===== config.mk =====
export PLATFORM = sky130hd
export DESIGN_NAME = imm_mac
export DESIGN_NICKNAME = d
export VERILOG_FILES = /design/src/hdl/integer_matrix_multiply_top_defines.svh /design/src/hdl/imm_pkg.sv /design/src/hdl/imm_mac.sv
export SDC_FILE = /design/constraint.sdc
export NUM_CORES = 2
export LEC_CHECK = 0
export BUFFER_PORTS_ARGS = -buffer_cell sky130_fd_sc_hd__clkbuf_2
export CAP_MARGIN = 20
export CORE_ASPECT_RATIO = 1.2
export CORE_UTILIZATION = 60
export DETAILED_ROUTE_END_ITERATION = 7
export PLACE_DENSITY = 0.76
export SLEW_MARGIN = 20
export SYNTH_ARGS = -nofsm -noshare
export SYNTH_HDL_FRONTEND = slang
export SYNTH_SLANG_ARGS = --single-unit

===== constraint.sdc =====
create_clock -name clk -period 8.3 [get_ports clk]
set_input_delay 1.245 -clock clk [delete_from_list [all_inputs] [get_ports clk]]
set_output_delay 1.245 -clock clk [all_outputs]
set_load 0.03 [all_outputs]

===== src/hdl/integer_matrix_multiply_top_defines.svh =====
// assertion macros shared by the matrix multiply rtl
`ifndef INTEGER_MATRIX_MULTIPLY_TOP_DEFINES_SVH
`define INTEGER_MATRIX_MULTIPLY_TOP_DEFINES_SVH

// same-cycle implication, sampled on clk, off during rst
`define IMM_ASSERT_NOW(label, cond, conseq) \
  label: assert property (@(posedge clk) disable iff (rst) (cond) |-> (conseq)) \
    else $error("imm: same-cycle check failed");

// next-cycle implication, sampled on clk, off during rst
`define IMM_ASSERT_NEXT(label, cond, conseq) \
  label: assert property (@(posedge clk) disable iff (rst) (cond) |=> (conseq)) \
    else $error("imm: next-cycle check failed");

`endif


===== src/hdl/imm_pkg.sv =====
// shared types, constants and helpers of the matrix multiply block
package imm_pkg;

  localparam int MAX_DIM_DEF    = 8;
  localparam int DATA_WIDTH_DEF = 32;

  localparam int ELEM_W     = 32;
  localparam int IDX_W      = 3;
  localparam int CFG_ADDR_W = 2;
  localparam int CFG_DATA_W = 4;

  localparam logic [CFG_ADDR_W-1:0] REG_ROWS_A    = 2'd0;
  localparam logic [CFG_ADDR_W-1:0] REG_INNER_DIM = 2'd1;
  localparam logic [CFG_ADDR_W-1:0] REG_COLS_B    = 2'd2;

  localparam logic [CFG_DATA_W-1:0] DIM_RESET = 4'd3;

  typedef struct packed {
    logic signed [ELEM_W-1:0] element;
  } in_t;

  typedef struct packed {
    logic signed [ELEM_W-1:0] product;
    logic [IDX_W-1:0]         row_index;
    logic [IDX_W-1:0]         col_index;
    logic                     last;
  } out_t;

  // last index of each dimension after saturation to 1..MAX_DIM
  typedef struct packed {
    logic [IDX_W-1:0] m_last;
    logic [IDX_W-1:0] n_last;
    logic [IDX_W-1:0] p_last;
  } dims_t;

  // store write strobes
  typedef struct packed {
    logic a_we;
    logic b_we;
  } wr_ctl_t;

  // multiply-accumulate issue tags
  typedef struct packed {
    logic valid;
    logic first;
    logic lastk;
  } rd_ctl_t;

  function automatic logic [IDX_W-1:0] dim_last(input logic [CFG_DATA_W-1:0] v,
                                                input int max_dim);
    int d;
    d = int'(v);
    if (d < 1) d = 1;
    if (d > max_dim) d = max_dim;
    return IDX_W'(d - 1);
  endfunction

endpackage


===== src/hdl/imm_mac.sv =====
// matrix stores and the shared multiply-accumulate pipeline
module imm_mac #(
  parameter int MAX_DIM    = imm_pkg::MAX_DIM_DEF,
  parameter int DATA_WIDTH = imm_pkg::DATA_WIDTH_DEF,
  parameter int AW         = (MAX_DIM > 1) ? $clog2(MAX_DIM * MAX_DIM) : 1
) (
  input  logic                  clk,
  input  logic                  rst,
  input  imm_pkg::wr_ctl_t      wr,
  input  logic [AW-1:0]         wr_addr,
  input  logic [DATA_WIDTH-1:0] wr_data,
  input  imm_pkg::rd_ctl_t      rd,
  input  logic [AW-1:0]         a_addr,
  input  logic [AW-1:0]         b_addr,
  output logic                  sum_valid,
  output logic [DATA_WIDTH-1:0] sum
);
  import imm_pkg::*;

  localparam int DEPTH = MAX_DIM * MAX_DIM;

  logic [DATA_WIDTH-1:0] a_mem [DEPTH];
  logic [DATA_WIDTH-1:0] b_mem [DEPTH];

  logic [DATA_WIDTH-1:0] a_q;
  logic [DATA_WIDTH-1:0] b_q;
  logic [DATA_WIDTH-1:0] prod;
  logic [DATA_WIDTH-1:0] acc;
  rd_ctl_t               s1;
  rd_ctl_t               s2;

  always_ff @(posedge clk) begin
    if (wr.a_we) a_mem[wr_addr] <= wr_data;
    if (wr.b_we) b_mem[wr_addr] <= wr_data;
    a_q <= a_mem[a_addr];
    b_q <= b_mem[b_addr];
  end

  // product keeps the low bits only, sums wrap
  always_ff @(posedge clk) begin
    prod <= DATA_WIDTH'(a_q * b_q);
    if (s2.valid) begin
      acc <= s2.first ? prod : DATA_WIDTH'(acc + prod);
    end
  end

  always_ff @(posedge clk) begin
    if (rst) begin
      s1        <= '0;
      s2        <= '0;
      sum_valid <= 1'b0;
    end else begin
      s1        <= rd;
      s2        <= s1;
      sum_valid <= s2.valid && s2.lastk;
    end
  end

  assign sum = acc;

endmodule


# --- Word level (Yosys, flattened, before mapping) ---
# Memory sizes are Yosys's and may differ from the RTL's. A register that Yosys moved wholly into a read port is not among the register bits.
# Cells that the tools add are included.
word_totals:
  ff_bits: 71
  latchBits: 0
  mem_bits_rw: 4096
  mem_bits_ro: 0
  inputBits: 57
  wordCells: 19
  n_memories: 2
classes:
  add_sub_neg: 1
  multipliers: 1
  n_div: 0
  order_cmp: 0
  n_eq_ne: 0
  n_shift: 0
  n_mux: 5
  n_bitwise: 0
  n_reduce_logical: 1
mem_list:
  columns: ["memory", "depth", "width", "rd", "rd_ports_with_merged_regs", "wr", "line_no", "text"]
  rows:
  - ["a_mem", 64, 32, 1, 1, 1, "imm_mac.sv:22", "logic [DATA_WIDTH-1:0] a_mem [DEPTH];"]
  - ["b_mem", 64, 32, 1, 1, 1, "imm_mac.sv:23", "logic [DATA_WIDTH-1:0] b_mem [DEPTH];"]
ops:
  columns: ["cell", "n"]
  rows:
  - ["adder 32 bit", 1]
  - ["multiplier 32 x 32 -> 32 bit", 1]
  - ["two-way mux 32 bit", 1]
  - ["two-way mux 1 bit", 4]
  - ["logical AND 1 bit", 1]

# --- Longest topological paths before layout ---
depth:
  depth_word: 2
  depth_mapped: 27
  depth_no_buf: 25

# --- Least setup slack after synthesis ---
# Ideal clock, no wire load.
synth_timing:
  kind: "register to register"
  from: "register b_q[2] (read register of b_mem)"
  to: "register prod[31]"
  setup_ns: 0.121
  arrival_time_ns: 6.638
  required_time_ns: 8.179
  setup_slack_ns: 1.541
  path_stages_with_launch: 25
  synth_period_minus_slack_ns: 6.759
  path_cell_list: "dfxtp_1 -> clkbuf_1 -> clkbuf_1 -> nand2_1 -> fa_1 -> fa_1 -> fa_1 -> fa_1 -> inv_1 -> fa_1 -> fa_1 -> inv_1 -> fa_1 -> fa_1 -> inv_1 -> ha_1 -> clkbuf_1 -> and3_1 -> nand4_1 -> o211ai_1 -> nor4b_1 -> a21oi_1 -> a211oi_1 -> a21oi_1 -> xnor2_1"
synth_between:
  elab_chain_cells: 1
synth_rtl:
  columns: ["element", "line_no", "text"]
  rows:
  - ["start, declared", "imm_mac.sv:26", "logic [DATA_WIDTH-1:0] b_q;"]
  - ["multiplier 32 x 32 -> 32 bit", "imm_mac.sv:41", "prod <= DATA_WIDTH'(a_q * b_q);"]
  - ["end signal, assigned", "imm_mac.sv:41", null]
  - ["end, declared", "imm_mac.sv:27", "logic [DATA_WIDTH-1:0] prod;"]
# No other way between the ends.
# A chain may end at the register's enable or synchronous reset.

# --- Worst setup path in the final report ---
layout_timing:
  from: "register a_q[2] (read register of a_mem)"
  to: "register prod[31]"
layout_between:
  elab_chain_cells: 1
layout_rtl:
  columns: ["element", "line_no", "text"]
  rows:
  - ["start, declared", "imm_mac.sv:25", "logic [DATA_WIDTH-1:0] a_q;"]
  - ["multiplier 32 x 32 -> 32 bit", "imm_mac.sv:41", null]
# No other way between the ends.

==> results by group <==
Hold path
  • Min-delay src: s2[0]
  • Min-delay worst type: flip-flop to flip-flop
  • Hold Crit Depth: 2
  • Min-Delay Endpoint: sum_valid

Worst setup path
  • Worst reg2reg path depth: 23
  • Worst EP required: 9.16 ns
  • RR Endpoint: prod[31]
  • Critical path capture point type: flip-flop
  • Worst setup path category: flip-flop to flip-flop
  • Largest fanout on the critical path: 14
  • R2R setup slack: 0.80 ns
  • Type of element launching the critical path: flip-flop
  • Arrival time at the worst endpoint: 8.35 ns
  • RR Startpoint: a_q[2]

Global routing
  • First-pass GRT wire length: 666000 um
  • Overall routing resource usage: 32.4%
  • Vias in the first global route: 90758
  • Gr ovfl total: 0
  • Initial antenna violation count: 64
  • Largest net degree at the start of global routing: 118

CTS
  • Cts repair resizes: 0
  • Root buffer cell: clkbuf_16
  • CTS tree: done
  • CTS clk-pin slew, worst paths: 0.07 ns
  • Setup bufs post-CTS: 0
  • TritonCTS buffer count: 399
  • Sink Count: 4231
  • H-tree depth: 5
  • Hold Buf Count CTS: 0
  • CTS Buffer Depth: 4
  • Clock Latency Late Sink: 0.96 ns

Synth
  • Sequential fraction of the synthesis area: 71.6%
  • Number of synthesized register bits: 4231
  • Top_reg_cell synth: edfxtp_1
  • Post-synth EDFFs: 4128
  • Synth top area cells: edfxtp_1 (70%), mux4_2 (17%), fa_1 (4.7%)
  • Cell accounting for the most synthesized area: edfxtp_1
  • Yosys top cell area share: 70.4%
  • Syn avg cell area: 21.7 sq um
  • Synthesized area: 176000 sq um
  • Synth Warn #: 0
  • Ys async rst share: 0%
  • Netlist cell types: 63
  • Post-Synthesis Cells: 8115
  • Syn Nets: 8735

Routing
  • Drt total wl: 471000 um
  • Vias per Instance: 6.89
  • Number of routed nets with antenna violations: 0
  • Residual DRC: 0
  • Iteration-0 DRC Markers: 12734
  • Via count: 87154
  • Avg WL per Cell: 37.2 um
  • First-pass detailed-route iteration total: 6

Floorplanning
  • Io pins: 90
  • Row count: 217
  • Core ar.: 292000 sq um
  • Die Footprint: 296000 sq um
  • Initial core utilization: 60.4%
  • Die X: 496 um
  • Die Height: 595 um

Place
  • Gp weighted congestion: 0.888
  • DP HPWL: 243000 um
  • # port buffers: 89
  • DP Area: 183000 sq um
  • Dpl cells: 11871

Finish
  • NumNets Final: 9061
  • Layout overhead on the synthesized area: 11.4%
  • Util after Layout: 67.3%
  • Share of layout cells above drive strength 1: 27.5%
  • Most common cell after layout, fill and taps aside: edfxtp_1
  • Most frequent cells in the layout: edfxtp_1 (4128), mux4_2 (1323), fa_1 (409), clkbuf_16 (409), inv_1 (378)
  • Cell Count, Final, Fillers Out: 12656
  • Final Cell Area: 196000 sq um

Power
  • Static leakage: 63.6 nW
  • Power consumption: 81.9 mW
  • Pwr/cell area: 417 nW/um^2
  • VDD IR-drop max: 2.51 mV

Outcome
  • Outcome: complete, no violations

STA
  • Slew headroom: 6.84%
  • Tmin final: 7.50 ns
  • Final Skew: 0.0679 ns
  • Fin. max-slew vios: 0
  • Final setup viols: 0
  • Tightest Pin Transition: 1.39 ns
  • Setup TNS: 0 ns
  • Achievable Freq: 0.133 GHz
  • Fin crit share: 90.3%
  • Final-report hold violation count: 0
  • RSZ-0062 raised after global routing: false

Run
  • Max Cap Viol: 0
-- per-stage QoR --
step | setup slack [ns] | hold WS, ns
finish | 0.804 | 0.427
global route | 0.616 | 0.457
CTS | 0.941 | 0.430
detailed placement | 0.904 | 0.426
global placement | 1.02 | 0.405
floorplan | 1.54 | 0.395
-- worst max path at each step --
stage	from	cells past startpoint	end	slack, ns
after global placement	a_q[3]	22	prod[31]	1.02
after detailed placement	a_q[3]	22	prod[31]	0.90
final	a_q[2]	23	prod[31]	0.80
after CTS	a_q[3]	22	prod[31]	0.94
after global routing	a_q[3]	22	prod[31]	0.62
after floorplan	b_q[2]	24	prod[31]	1.54
-- per-layer routing --
layer / global-route usage [%] / routed length (um) / vias up / part of all wire, %
met2: 52.4 / 235000 / 6553 / 50
met5: 0 / 183 / - / 0.039
met1: 42.9 / 158000 / 45933 / 33
li1: - / - / 33441 / -
met4: 14.2 / 23300 / 26 / 5.0
met3: 6.82 / 54600 / 1201 / 12
-- worst max-delay path, stage by stage, from the launching register on --
cell       delay [ns]
dfxtp_1          0.83
buf_4            0.27
nand2_1          0.08
fa_1             0.55
inv_1            0.07
fa_1             0.38
fa_1             0.49
inv_1            0.05
fa_1             0.47
inv_1            0.04
ha_1             0.27
ha_1             0.29
fa_1             0.50
fa_1             0.44
ha_1             0.35
o21ai_0          0.18
a2111oi_0        0.61
a2bb2oi_1        0.22
o211ai_1         0.35
nor4b_1          0.09
a21oi_1          0.39
a211oi_1         0.20
a21oi_1          0.19
xnor2_1          0.13
-- final cells by class --
type,count,area [sq um]
clock buffers,488,10600
flip-flops and latches,4231,126000
inverters,378,1420
fillers,17301,95400
multi-input cells,3088,47700
diodes,60,150
repair buffers,343,2830
clock inverters,236,2600
well taps,3832,4790
-- flip-flops by register name (all words and copies together), names as in the netlist --
| name | count |
|---|---|
| a_mem | 2048 |
| a_q | 32 |
| b_mem | 2048 |
| b_q | 32 |
| prod | 32 |
| s1 | 3 |
| s2 | 3 |
| sum | 32 |
| sum_valid | 1 |
-- report_power, final --
| group | switching [mW] | leakage [nW] | internal, mW | total [mW] |
|---|---|---|---|---|
| Combinational | 21.7 | 19.2 | 16.8 | 38.4 |
| Sequential | 0.327 | 38.0 | 24.3 | 24.6 |
| Clock | 8.08 | 6.43 | 10.7 | 18.8 |
-- cell families after synthesis --
| logic type | synth area share [%] |
|---|---|
| buf+inv | 1.84 |
| simple gates | 2.35 |
| mux | 17.2 |
| flops | 71.6 |
| xor+xnor | 0.547 |
| fa+ha+maj | 5.75 |
| compound gates | 0.727 |
-- Yosys cell counts, types with 14 or more instances --
master,instances
edfxtp_1,4128
mux4_2,1323
fa_1,409
inv_1,378
and2_1,312
nand2_1,302
clkbuf_1,273
nor2_1,157
ha_1,154
dfxtp_1,103
buf_2,91
xnor2_1,81
o21ai_0,65
a21oi_1,47
xor2_1,29
buf_1,23
buf_4,23
mux2_2,23
a21o_1,21
mux2i_1,21
nand3_1,17
o21a_1,14
No activity file was read; power rests on OpenSTA's default activity.
